## src/fsds_ram.sv

```systemverilog
// ----------------------------------------------------------------------------
// fsds_ram: generic single-port-write, single-port-read RAM
// One write and one registered read per cycle.
// ----------------------------------------------------------------------------
module fsds_ram #(
	parameter int WIDTH = 8,
	parameter int DEPTH = 32
) (
	input  logic                     clk,
	input  logic                     wr_en,
	input  logic [$clog2(DEPTH)-1:0] wr_addr,
	input  logic [WIDTH-1:0]         wr_data,
	input  logic [$clog2(DEPTH)-1:0] rd_addr,
	output logic [WIDTH-1:0]         rd_data
);

	logic [WIDTH-1:0] mem_q [DEPTH];

	always_ff @(posedge clk) begin
		if (wr_en) begin
			mem_q[wr_addr] <= wr_data;
		end
		rd_data <= mem_q[rd_addr];
	end

endmodule

```

## config.mk

```make
export PLATFORM = sky130hd
export DESIGN_NAME = fsds_ram
export DESIGN_NICKNAME = d
export VERILOG_FILES = /design/src/fsds_ram.sv
export SDC_FILE = /design/constraint.sdc
export NUM_CORES = 1
export LEC_CHECK = 0
export BUFFER_PORTS_ARGS = -buffer_cell sky130_fd_sc_hd__buf_2
export CAP_MARGIN = 20
export CORE_MARGIN = 5
export CORE_UTILIZATION = 55
export CTS_CLUSTER_SIZE = 20
export DETAILED_ROUTE_END_ITERATION = 8
export PLACE_DENSITY = 0.74
export SLEW_MARGIN = 20
export SYNTH_ARGS = -nofsm -noshare
export SYNTH_HDL_FRONTEND = slang
export SYNTH_SLANG_ARGS = --single-unit
```

## constraint.sdc

```tcl
create_clock -name clk -period 1.9 [get_ports clk]
set_input_delay 0.095 -clock clk [delete_from_list [all_inputs] [get_ports clk]]
set_output_delay 0.095 -clock clk [all_outputs]
set_load 0.02 [all_outputs]
```

# After elaboration in Yosys (flattened, before gate mapping)
# Memory sizes are Yosys's and may differ from the RTL's. A register that Yosys moved wholly into a read port is not among the register bits.
# Cells that the tools add are included.
# totals
register_bits	0
ramBits	256
elab_cells	3
memories	1
# memory_table
name	words	width	rd	rd_clocked_by_memory_dff	write_ports	line	rtl
mem_q	32	8	1	1	1	17	logic [WIDTH-1:0] mem_q [DEPTH];
# classes
muxes	2
# ops
op	count
1-bit two-way mux	2

# Longest topological paths before layout
# logic_depth
word_depth	2
ltp_mapped	5
mapped_depth_nobuf	3

# Worst setup path after synthesis
# Ideal clock, no wire load.
# synth_path
path_type	input-to-reg
startpoint	in rd_addr[2]
endpoint	reg rd_data[0] (read register of mem_q)
setup_time_ps	121
arrival_ps	1777
path_slack_ps	3
path_stages	5
n_path_buf	2
cell_sequence	clkbuf_1 -> clkbuf_1 -> mux4_2 -> mux4_2 -> mux2_2
# synth_rtl
item	line	rtl
from (decl)	13	input logic [$clog2(DEPTH)-1:0] rd_addr,
to (decl)	14	output logic [WIDTH-1:0] rd_data

==> results.md <==
* Max_slew headroom at 0.579
* Area grow syn2layout at 15.1%
* Setup repair after global routing missed its margin: no
* Global-route wire length before repair at 30,400 µm
* Syn nets at 437
* Num ports at 28
* IO Port Bufs at 27
* RR Startpoint: mem_q[24][4]$_DFFE_PP_
* Maximum VDD drop at ~0.00096 V
* Slowest-stage cell, CP: mux4_2
* Post-detailed-route wirelength per cell at 26.7 µm
* Clock Sinks at 264
* Worst reg2reg setup slack at approximately 0.063 ns
* Vias in the first global route at 4,706
* P_int at 9.57 mW
* WHS Path Cells at 2
* Initial cell density of the core at 0.560
* Reg-to-Reg End: rd_data[4]$_DFF_P_
* # setup viols final at 0
* Clock Power Share at 0.401
* Slew Limit Fails at 0
* Layout Nets at 515
* GRT Overall Usage at 0.191
* Detailed placer's ending HPWL at 12,400 µm
* Routability cong. at 0.797
* Final WL at 19,800 µm
* Antenna cells at 0
* Core area at 0.0180 mm²
* Clock Skew at 0.00513 ns
* Via density at 6.23
* Critical path's largest stage delay at around 0.53 ns
* Clk buf depth at 3
* Comb power frac at 0.055
* HP Start: rd_addr[3]
* GRT Residual Overflow at 0
* Cells after Synth at 417
* Antenna-violating nets left at 0
* Root buffer selected by CTS: clkbuf_16
* Mapped cell area at slightly above 0.01 mm²
* Width of the die at around 150 µm
* Area of the die at 0.0211 mm²
* Type of the worst setup path: reg2reg
* Rows at 49
* Hold buffer count at cts at 0
* Starting DRT DRC Count at roughly 530
* Sw power at 2.38 mW
* Commonest non-fill, non-tap cell in the layout: edfxtp_1
* CTS tree: done
* Worst skew pair latency at around 0.5 ns
* Top delay family on crit path: multiplexers
* Status: complete, no violations
* Non-Filler Instances at 742
* CTS H-Tree Depth at 1
* Switch share at 0.199
* Pleak at about 3.7 nW
* Netlist cell types at 15
* Setup_tns at 0 ns
* Power density over the cells at 1030 mW/mm²
* Worst path bufs/invs at 0
* Peak Freq at 0.545 GHz
* Via count at 4,620
* CTS Buf Count at 25
* Setup crit end kind: flop
* Post-CTS Setup Bufs at 0
* Initial DRT Pass Iterations at 5
* Syn_area_per_cell at 24.1 µm²
* Final Hold Viols at 0
* Placed cell count at 697
* Commonest non-fill, non-tap cells in the layout: 256 x edfxtp_1, 80 x mux4_2, 39 x buf_4, 33 x nor2_1, 26 x buf_2
* Startpoint types: flop
* Register area share after synthesis at 0.781
* Yosys warns at 0
* #FFs+latches synth at between 200 and 300
* Cell count of the worst reg-to-reg path at 3
* Slew of the pin with the lowest slew margin at 0.631 ns
* Die Span Y at 145 µm
* Share of layout cells above drive strength 1 at 0.388
* HP Class: in2reg
* Required time worst endpoint at 2.29 ns
* Tmin final at 1.84 ns
* Maxcap violations at 0
* Largest net degree at the start of global routing at 33
* Reg power frac at 0.544
* Clock Pin Slew Worst Setup and Hold Paths at 0.06 ns
* CP dominant cell by count: mux4_2
* WP data arrival at 2.23 ns
* Period utilisation layout at 0.967
* Hold Crit Endpoint: rd_data[2]$_DFF_P_
* CP cell instances: mux4_2, mux4_2, mux2_2
* DRC errors left at 0
* Initial antenna violation count at 0
* Cts repair resizes at 0
* Worst-path fanout max at 1
per-layer routing:
metal,vias up,share of wire,routed length [µm],track usage
li1,1934,-,-,-
met1,2458,0.42,8300,0.293
met2,201,0.49,9690,0.302
met3,27,0.077,1520,0.0246
met4,0,0.016,325,0.0410
met5,-,0,0,0
layout make-up:
cell class              instances  area (µm²)
clock inverters                18         160
flip-flops and latches        264        7850
multi-input cells             133        2100
repair buffers                 71         543
clock buffers                  27         633
well taps                     229         287
fillers                      1112        6390
how the worst max path moves through the flow:
stage                     depth (start not counted)  slack (ns)            endpoint                   start
after floorplan                                   5       0.003  rd_data[0]$_DFF_P_              rd_addr[2]
after global placement                            5       -0.14  rd_data[4]$_DFF_P_              rd_addr[0]
after detailed placement                          5       -0.15  rd_data[4]$_DFF_P_              rd_addr[0]
after CTS                                         3        0.05  rd_data[4]$_DFF_P_  mem_q[24][4]$_DFFE_PP_
after global routing                              3        0.05  rd_data[4]$_DFF_P_  mem_q[24][4]$_DFFE_PP_
final                                             3        0.06  rd_data[4]$_DFF_P_  mem_q[24][4]$_DFFE_PP_
sequential cells by signal, summed over array words and instances, names as in the netlist:
| register | count |
|---|---|
| mem_q | 256 |
| rd_data | 8 |
cells in the mapped netlist (all sizes together):
| cell | number | area share |
|---|---|---|
| edfxtp | 256 | 0.76 |
| mux4 | 80 | 0.18 |
| nor2 | 33 | 0.012 |
| buf | 14 | 0.0083 |
| dfxtp | 8 | 0.016 |
| mux2 | 8 | 0.0090 |
| clkbuf | 6 | 0.0022 |
| nand3b | 5 | 0.0037 |
| or3b | 3 | 0.0026 |
| nand3 | 2 | 0.0010 |
| nand2 | 1 | 0.00037 |
| or3 | 1 | 0.00062 |
cells by family (layout without fill, tap and decap cells):
group | Yosys count | count (layout) | synth area share
AND/OR/NAND/NOR | 45 | 45 | 0.0207
buffers and inverters | 20 | 116 | 0.0106
flip-flops | 264 | 264 | 0.781
multiplexers | 88 | 88 | 0.188
per-stage QoR:
stage	instance area [µm²]	hold slack, ns	power, mW	worst slack (ns)	util
after floorplan	10100	0.194	6.99	0.00262	-
after global placement	10800	0.521	7.27	-0.141	0.600
after detailed placement	10800	0.518	7.29	-0.152	0.600
after CTS	11600	0.0439	12.0	0.0504	0.644
after global routing	11600	0.0452	12.3	0.0504	0.644
final	11600	0.0585	12.0	0.0635	0.644
power groups by stage:
stage	Clock, mW	Combinational [mW]	Sequential, mW
final	4.79	0.659	6.50
after global routing	5.12	0.703	6.51
after CTS	4.86	0.668	6.50
after detailed placement	0	0.661	6.63
after global placement	0	0.642	6.62
after floorplan	0	0.345	6.65
No activity file was read; power rests on OpenSTA's default activity.
