==> src/fsds_pkg.sv <==
// ----------------------------------------------------------------------------
// fsds_pkg: shared types and constants of the feed snapshot/diff sequencer
// Holds the event, link state and result kind codes, the sizes of the
// stream payloads and the result type of the shared compare unit.
// ----------------------------------------------------------------------------
package fsds_pkg;

	localparam int IdBits  = 64;
	localparam int TagBits = 16;
	localparam int CntBits = 32;

	localparam int BufferDepthDefault = 32;
	localparam int TagWidthDefault    = 16;

	// Input stream: tdata carries first, last, prev, snapshot id and tag.
	localparam int InDataBits = 4 * IdBits + TagBits;
	localparam int InDataPad  = ((InDataBits + 7) / 8) * 8;
	localparam int InUserBits = 2;

	// Output stream: tdata carries state, first, last, prev, tag, resync total.
	localparam int OutDataBits = 3 + 3 * IdBits + TagBits + CntBits;
	localparam int OutDataPad  = ((OutDataBits + 7) / 8) * 8;
	localparam int OutUserBits = 3;

	typedef enum logic [1:0] {
		CMD_DIFF       = 2'd0,
		CMD_CONNECT    = 2'd1,
		CMD_DISCONNECT = 2'd2,
		CMD_SNAPSHOT   = 2'd3
	} cmd_t;

	typedef enum logic [2:0] {
		LK_DISC   = 3'd0,
		LK_BUF    = 3'd1,
		LK_AWAIT  = 3'd2,
		LK_SYNC   = 3'd3,
		LK_RESYNC = 3'd4
	} link_t;

	typedef enum logic [2:0] {
		K_DROP     = 3'd0,
		K_BUFFERED = 3'd1,
		K_APPLY    = 3'd2,
		K_RESYNC   = 3'd3,
		K_DRAIN    = 3'd4,
		K_DONE     = 3'd5,
		K_FULL     = 3'd6
	} kind_t;

	typedef enum logic [3:0] {
		SQ_IDLE,
		SQ_EXEC,
		SQ_AW_LO,
		SQ_AW_HI,
		SQ_SCAN,
		SQ_CHK_LO,
		SQ_CHK_HI,
		SQ_DRAIN,
		SQ_FIN
	} seq_t;

	typedef struct packed {
		logic lt;
		logic eq;
	} cmp_res_t;

endpackage

==> src/fsds_cmp.sv <==
// ----------------------------------------------------------------------------
// fsds_cmp: shared id comparator
// Unsigned less-than and equality of two update ids; every id decision of
// the sequencer goes through this one unit.
// ----------------------------------------------------------------------------
module fsds_cmp (
	input  logic [fsds_pkg::IdBits-1:0] op_a,
	input  logic [fsds_pkg::IdBits-1:0] op_b,
	output fsds_pkg::cmp_res_t          res
);

	import fsds_pkg::*;

	always_comb begin
		res.lt = (op_a < op_b);
		res.eq = (op_a == op_b);
	end

endmodule

==> config.mk <==
export PLATFORM = sky130hd
export DESIGN_NAME = fsds_cmp
export DESIGN_NICKNAME = d
export VERILOG_FILES = /design/src/fsds_pkg.sv /design/src/fsds_cmp.sv
export SDC_FILE = /design/constraint.sdc
export NUM_CORES = 1
export LEC_CHECK = 0
export BUFFER_PORTS_ARGS = -buffer_cell sky130_fd_sc_hd__buf_2
export CAP_MARGIN = 0
export CORE_ASPECT_RATIO = 0.9
export CORE_MARGIN = 8
export CORE_UTILIZATION = 30
export DETAILED_ROUTE_END_ITERATION = 12
export REMOVE_ABC_BUFFERS = 1
export SETUP_SLACK_MARGIN = 0.4
export SLEW_MARGIN = 40
export SYNTH_ARGS = -nofsm -noshare
export SYNTH_HDL_FRONTEND = slang
export SYNTH_SLANG_ARGS = --single-unit
==> constraint.sdc <==
create_clock -name vclk -period 3.2
set_input_delay 0.96 -clock vclk [all_inputs]
set_output_delay 0.96 -clock vclk [all_outputs]
set_load 0.01 [all_outputs]
## Yosys cells after proc, flatten, opt, wreduce, memory -nomap -nowiden

Cells that the tools add are included.

| word-level totals | value |
|---|---|
| register bits after elaboration | 0 |
| input bits | 128 |
| word-level logic and storage cells | 2 |

| operators by class | value |
|---|---|
| magnitude comparators | 1 |
| equality and inequality tests | 1 |

Operators by type and width:

| kind | number |
|---|---|
| == test 64 bit | 1 |
| < comparator 64 bit | 1 |

## Depth between registers and ports, before layout

Gate-level depths: netlist of the first run.

| depth | value |
|---|---|
| depth after elaboration | 1 |
| mapped depth | 7 |

## Worst setup path before layout of the first run

Ideal clock, no wire load.

| timing | value |
|---|---|
| kind | input -> output |
| from | input op_b[60] in the netlist's numbering |
| to | output res[1] in the netlist's numbering |
| arrival time | 2271 ps |
| required time | 2240 ps |
| setup slack | -31 ps |
| stages on the path | 7 |
| cells stage by stage | inv_1 ha_1 and2_4 and4_1 and3_1 a2bb2oi_2 nor4_2 |

RTL lines:

| item | RTL line | text |
|---|---|---|
| from (decl) | fsds_cmp.sv:8 | `input logic [fsds_pkg::IdBits-1:0] op_b,` |
| to (decl) | fsds_cmp.sv:9 | `output fsds_pkg::cmp_res_t res` |

==> results of run 1 <==
-- cells in the final DEF (no fill, tap or decap), drive strengths merged --
cell,count
and2,1
and3,1
a21o,2
nand3,5
a221oi,3
a21oi,24
inv,66
ha,64
nand2b,1
o22ai,1
nand2,15
a2111o,1
o211ai,1
a22oi,1
nor4,3
a2111oi,1
and4,1
a31oi,2
nand4,16
nor3,4
a2bb2oi,2
nor2,5
nor2b,1
a211oi,1
o21a,1
o21ai,9
or4,1
buf,148
-- area by class of cell --
type | instances | area [sq um]
repair buffers | 148 | 946
multi-input cells | 167 | 1820
inverters | 66 | 253
fillers | 508 | 2460
well taps | 70 | 87.6
-- cells by family (layout without fill, tap and decap cells) --
logic type	after synthesis	count (layout)
simple gates	54	54
compound gates	49	49
fa+ha+maj	64	64
buf+inv	66	214
-- power breakdown --
group          switching (mW)  total (mW)  internal, mW
clock network               0           0             0
registers                   0           0             0
logic                   0.167       0.381         0.214
total                   0.167       0.381         0.214
-- timing repair --
action | in CTS | in global routing
setup buffers | 2 | 4
setup endpoints to repair | 2 | 2
pin swaps | 27 | 14
resized for setup | 61 | 23
-- worst max-delay path by stage --
stage | slack, ps | depth (start not counted) | startpoint | end
floorplan | -30 | 7 | op_b[60] | res[1]
global placement | -400 | 9 | op_b[30] | res[1]
detailed placement | -430 | 9 | op_b[30] | res[1]
CTS | -260 | 10 | op_b[17] | res[1]
global route | -340 | 9 | op_b[46] | res[1]
finish | -250 | 9 | op_b[43] | res[1]
-- metrics by stage --
stage | setup WS (ps) | utilization (%) | area (sq um) | hold WS [ps]
final | -252 | 55.8 | 3110 | 2500
after global routing | -345 | 55.8 | 3110 | 2540
after CTS | -258 | 52.5 | 2920 | 2530
after detailed placement | -431 | 45.3 | 2520 | 2540
after global placement | -401 | 45.3 | 2520 | 2540
after floorplan | -31.2 | - | 1690 | 2290
-- routing by layer --
| layer | GRT usage, % | up-vias |
|---|---|---|
| met1 | 15.4 | 905 |
| li1 | - | 1114 |
| met2 | 23.9 | 80 |
| met5 | 0 | - |
| met4 | 0.850 | 0 |
| met3 | 2.67 | 4 |
==> results.yml, run 1 <==
floorplanning:
  initial_core_util_pct: 30.4
  die_w_um: 95.1
  die_h_um: 87.2
  row_count: 26
  io_pins: 130
  die_area_sq_um: 8290
  core_area_sq_um: 5560
detailed_routing:
  num_vias: 2103
  firstDrtPassIters: 4
  highest_layer: "met4"
  met3_length_um: 498
  wl_per_cell_um: 13.8
  dr.first_iter.drc_count: 21
  viasPerCell: 4.66
  drcViolationCount: 0
  wl_met1_um: 2570
  met2_length_um: 3120
  finalWirelength_um: 6220
  ant_nets: 0
timing:
  worst_slew_pin_slew_ps: 285
  finalSetupViolCount: 2
  post-route-period-util_pct: 108
  min_period_ps: 3450
  hold_viol_final: 0
  fmax_mhz: 290
  rsz0062_at_grt: "yes"
  slew_viol_final: 0
  worst_slack_ps: -252
  slew_headroom_pct: 81.0
  tns_ps: -453
setup_path:
  slowest_delay_ps: 350
  startpoint_type: "input pin"
  cp_cell_sequence: "buf_2 > inv_2 > ha_4 > nand4_1 > nor4_4 > nand4_1 > a31oi_2 > nor4_2 > buf_2"
  path_class: "input pin to output port"
  cp_slowest_cell: "nor4_4"
  worst-path-max-fanout: 3
  end_kind: "output port"
  cp_num_buf_inv: 3
  critPathTopFamily: "simple AND/OR/NAND/NOR gates"
  required_ps: 2240
  arrival_ps: 2490
yosys:
  synthTopCellsByArea: "ha_1, inv_1, a21oi_1"
  synth_common_cells: "inv_1, ha_1, a21oi_1, nand2_1, nand4_1"
  ys_seq_area_share_pct: 0
  synth_area_sq_um: 1690
  synthMuxAreaShare_pct: 0
  yosysWarnings: 0
  syn_avg_cell_area_sq_um: 7.25
  synth-simple-area-share_pct: 18.9
  synth_xor_area_share_pct: 0
  synth_top_area_share_pct: 47.4
  synth_top_family_by_area: "adder cells"
  synth_cell_types: 33
  yosysTopAreaCell: "ha_1"
  yosysMostFrequentCell: "inv_1"
  synth_compound_area_share_pct: 19.0
  synth_fa_ha_area_share_pct: 47.4
  syn_inst: 233
hold_path:
  hp-class: "input pin to output port"
  hp-start: "op_a[47]"
  holdPathStages: 6
  hold_path_end: "res[1]"
global_routing:
  grt_pass1_wl_um: 9100
  antenna_found_initial: 0
  grt_max_degree: 5
  grtUsageTotal_pct: 13.0
  grt_pass1_vias: 2165
  grt_overflow: 0
layout:
  final_layout_size_suffix_gt1_share_pct: 54.3
  nNetsFinal: 575
  n_clock_buffer: 0
  n_antenna_cell: 0
  final_cell_count_no_fill: 451
  nFlopsAndLatches: 0
  regArea_sq_um: 0
  syn2layout_area_growth_pct: 83.9
placed_design:
  gp_congestion: 0.777
  dp_cells: 445
  dp_hpwl_um: 5050
  portBuffers: 130
run_status:
  run_status: "finished, violations left"
  violations: "setup timing"
pwr:
  total_power_mw: 0.381
  ir_worst_vdd_mv: 0.0625
  p_leak_nw: 1.70
  powerDensity_nw_per_um2: 123
flow_run:
  cap_violations: 0
clock_tree:
  cts_hold_buf: 0
(Power assumes the default switching activity.)
==> run 2, diff against run 1 <==
ABC_AREA = 1   (was not set)
==> run 2 against run 1 <==
  * The run now ends clean
  * Count of clock-buffer cells in the layout did not move
  * Final cell count rose by 6.2%
  * Maximum frequency rose by 8.8%
  * Critical endpoint is now res[0]
  * Worst setup slack improved by 280 ps
  * Non-clock buffer count fell by 17
  * Die area rose by 1.6%
  * Highest routed layer is now met3
  * Final area fell by 9.0%
==> results.yml, run 2 <==
yosys:
  synth_top_area_share_pct: 46.5
  synth_fa_ha_area_share_pct: 46.5
  synth_area_sq_um: 1720
  synthMuxAreaShare_pct: 0
  synth_xor_area_share_pct: 0
  yosysTopAreaCell: "ha_1"
  synth_cell_types: 17
  syn_avg_cell_area_sq_um: 6.19
  synth_top_family_by_area: "adder cells"
  yosysWarnings: 0
  synthTopCellsByArea: "ha_1, inv_1, nand2_1"
  yosysMostFrequentCell: "inv_1"
  syn_inst: 278
  synth_compound_area_share_pct: 11.8
  synth-simple-area-share_pct: 24.9
  ys_seq_area_share_pct: 0
  synth_common_cells: "inv_1, nand2_1, ha_1, a21oi_1, nor2_1"
setup_path:
  end_kind: "output port"
  startpoint_type: "input pin"
  arrival_ps: 2210
  crit_start: "op_b[23]"
  path_class: "input pin to output port"
  worst-path-max-fanout: 2
  required_ps: 2240
  endpoint: "res[0]"
pwr:
  swShare_pct: 48.5
  clock_power_share_pct: 0
  p_leak_nw: 1.74
  power.switching_mw: 0.159
  p_int_mw: 0.169
  ir_worst_vdd_mv: 0.0539
  share_comb_of_total_power_pct: 100.0
  seq_power_share_pct: 0
  powerDensity_nw_per_um2: 116
global_routing:
  antenna_found_initial: 0
  grt_max_degree: 4
  grt_pass1_vias: 2096
  grtUsageTotal_pct: 11.2
  grt_pass1_wl_um: 8220
  grt_overflow: 0
flow_run:
  cap_violations: 0
run_status:
  run_status: "completed"
timing:
  hold_viol_final: 0
  rsz0062_at_grt: "yes"
  fmax_mhz: 315
  worst_slew_pin_slew_ps: 243
  slew_headroom_pct: 83.7
  post-route-period-util_pct: 99.1
  tns_ps: 0
  min_period_ps: 3170
  slew_viol_final: 0
  finalSetupViolCount: 0
  worst_slack_ps: 28.3
floorplanning:
  io_pins: 130
  die_w_um: 95.9
  die_area_sq_um: 8420
  core_area_sq_um: 5600
  initial_core_util_pct: 30.8
  die_h_um: 87.9
  row_count: 26
placed_design:
  place_ws_ps: -43.6
  gp_congestion: 0.786
  portBuffers: 130
  dp_cells: 478
  dp_hpwl_um: 4780
  dpl_cell_area_sq_um: 2460
detailed_routing:
  drcViolationCount: 0
  highest_layer: "met3"
  num_vias: 2078
  firstDrtPassIters: 4
  wl_met1_um: 2200
  viasPerCell: 4.34
  finalWirelength_um: 5320
  dr.first_iter.drc_count: 21
  ant_nets: 0
  wl_per_cell_um: 11.1
  met2_length_um: 2540
  met3_length_um: 578
layout:
  final_layout_size_suffix_gt1_share_pct: 45.0
  syn2layout_area_growth_pct: 64.2
  regArea_sq_um: 0
  n_clock_buffer: 0
  layout_common_cells: "buf_2, inv_1, nand2_1, ha_1, a21oi_1"
  n_antenna_cell: 0
  final_cell_count_no_fill: 479
  final_area_sq_um: 2830
  nNetsFinal: 603
  nFillCells: 600
  final_common_cell: "buf_2"
  nFlopsAndLatches: 0
hold_path:
  hp-class: "input pin to output port"
clock_tree:
  cts_hold_buf: 0
-- run 2: cell types whose count changed after synthesis, sizes merged, moves of 3 or more --
cell / delta
nand2: +52
nand4: -12
nor2: +12
inv: +11
a21oi: +4
o21ai: -4
a221oi: -3
-- run 2: worst min path at each step --
stage / slack (ps) / cells past startpoint / from / end
5_1_grt: 2580 / 8 / op_a[63] / res[1]
3_5_place_dp: 2500 / 8 / op_a[63] / res[1]
2_1_floorplan: 2260 / 6 / op_a[63] / res[1]
3_3_place_gp: 2490 / 8 / op_a[63] / res[1]
4_1_cts: 2510 / 8 / op_a[63] / res[1]
6_report: 2520 / 8 / op_a[63] / res[1]
-- run 2: cells by family (layout without fill, tap and decap cells) --
| group | after synthesis | in the layout |
|---|---|---|
| AOI/OAI and AO/OA | 38 | 38 |
| adders and majority gates | 64 | 64 |
| buffers and inverters | 77 | 208 |
| and+or+nand+nor | 99 | 99 |
-- run 2: repair_timing --
action,CTS,global route
endpoints found under the setup margin,2,2
resized for setup,15,44
pin swaps,11,21
setup buffers,0,1
-- run 2: metrics by stage --
step / power (mW) / hold slack, ps / util, %
6_report: 0.327 / 2520 / 50.5
5_1_grt: 0.381 / 2580 / 50.5
4_1_cts: 0.283 / 2510 / 45.8
3_5_place_dp: 0.266 / 2500 / 44.0
3_3_place_gp: 0.260 / 2490 / 44.0
2_1_floorplan: 0.154 / 2260 / -
-- run 2: metal layers --
layer	track usage, %	up-vias
met5	0	-
met4	0	0
met3	3.17	0
met2	19.7	68
met1	14.0	866
li1	-	1144
-- run 2: area by class of cell --
cell class / instances / area [sq um] / share of cell area [%]
Inverter: 77 / 292 / 10.3
Multi-Input combinational cell: 201 / 1760 / 62.4
Tap cell: 70 / 87.6 / 3.10
Timing Repair Buffer: 131 / 683 / 24.2
-- run 2: power groups by stage --
| stage | clock, mW | combinational, mW | sequential, mW |
|---|---|---|---|
| 5_1_grt | 0 | 0.381 | 0 |
| 2_1_floorplan | 0 | 0.154 | 0 |
| 4_1_cts | 0 | 0.283 | 0 |
| 3_3_place_gp | 0 | 0.260 | 0 |
| 6_report | 0 | 0.327 | 0 |
| 3_5_place_dp | 0 | 0.266 | 0 |
-- run 2: worst max-delay path, cell delays in order --
cell	delay [ps]
buf_2	80
inv_2	40
ha_4	270
nand2_4	50
nor2_4	80
nand4_1	140
nor2_4	140
nand4_1	110
nor3_2	180
buf_2	160
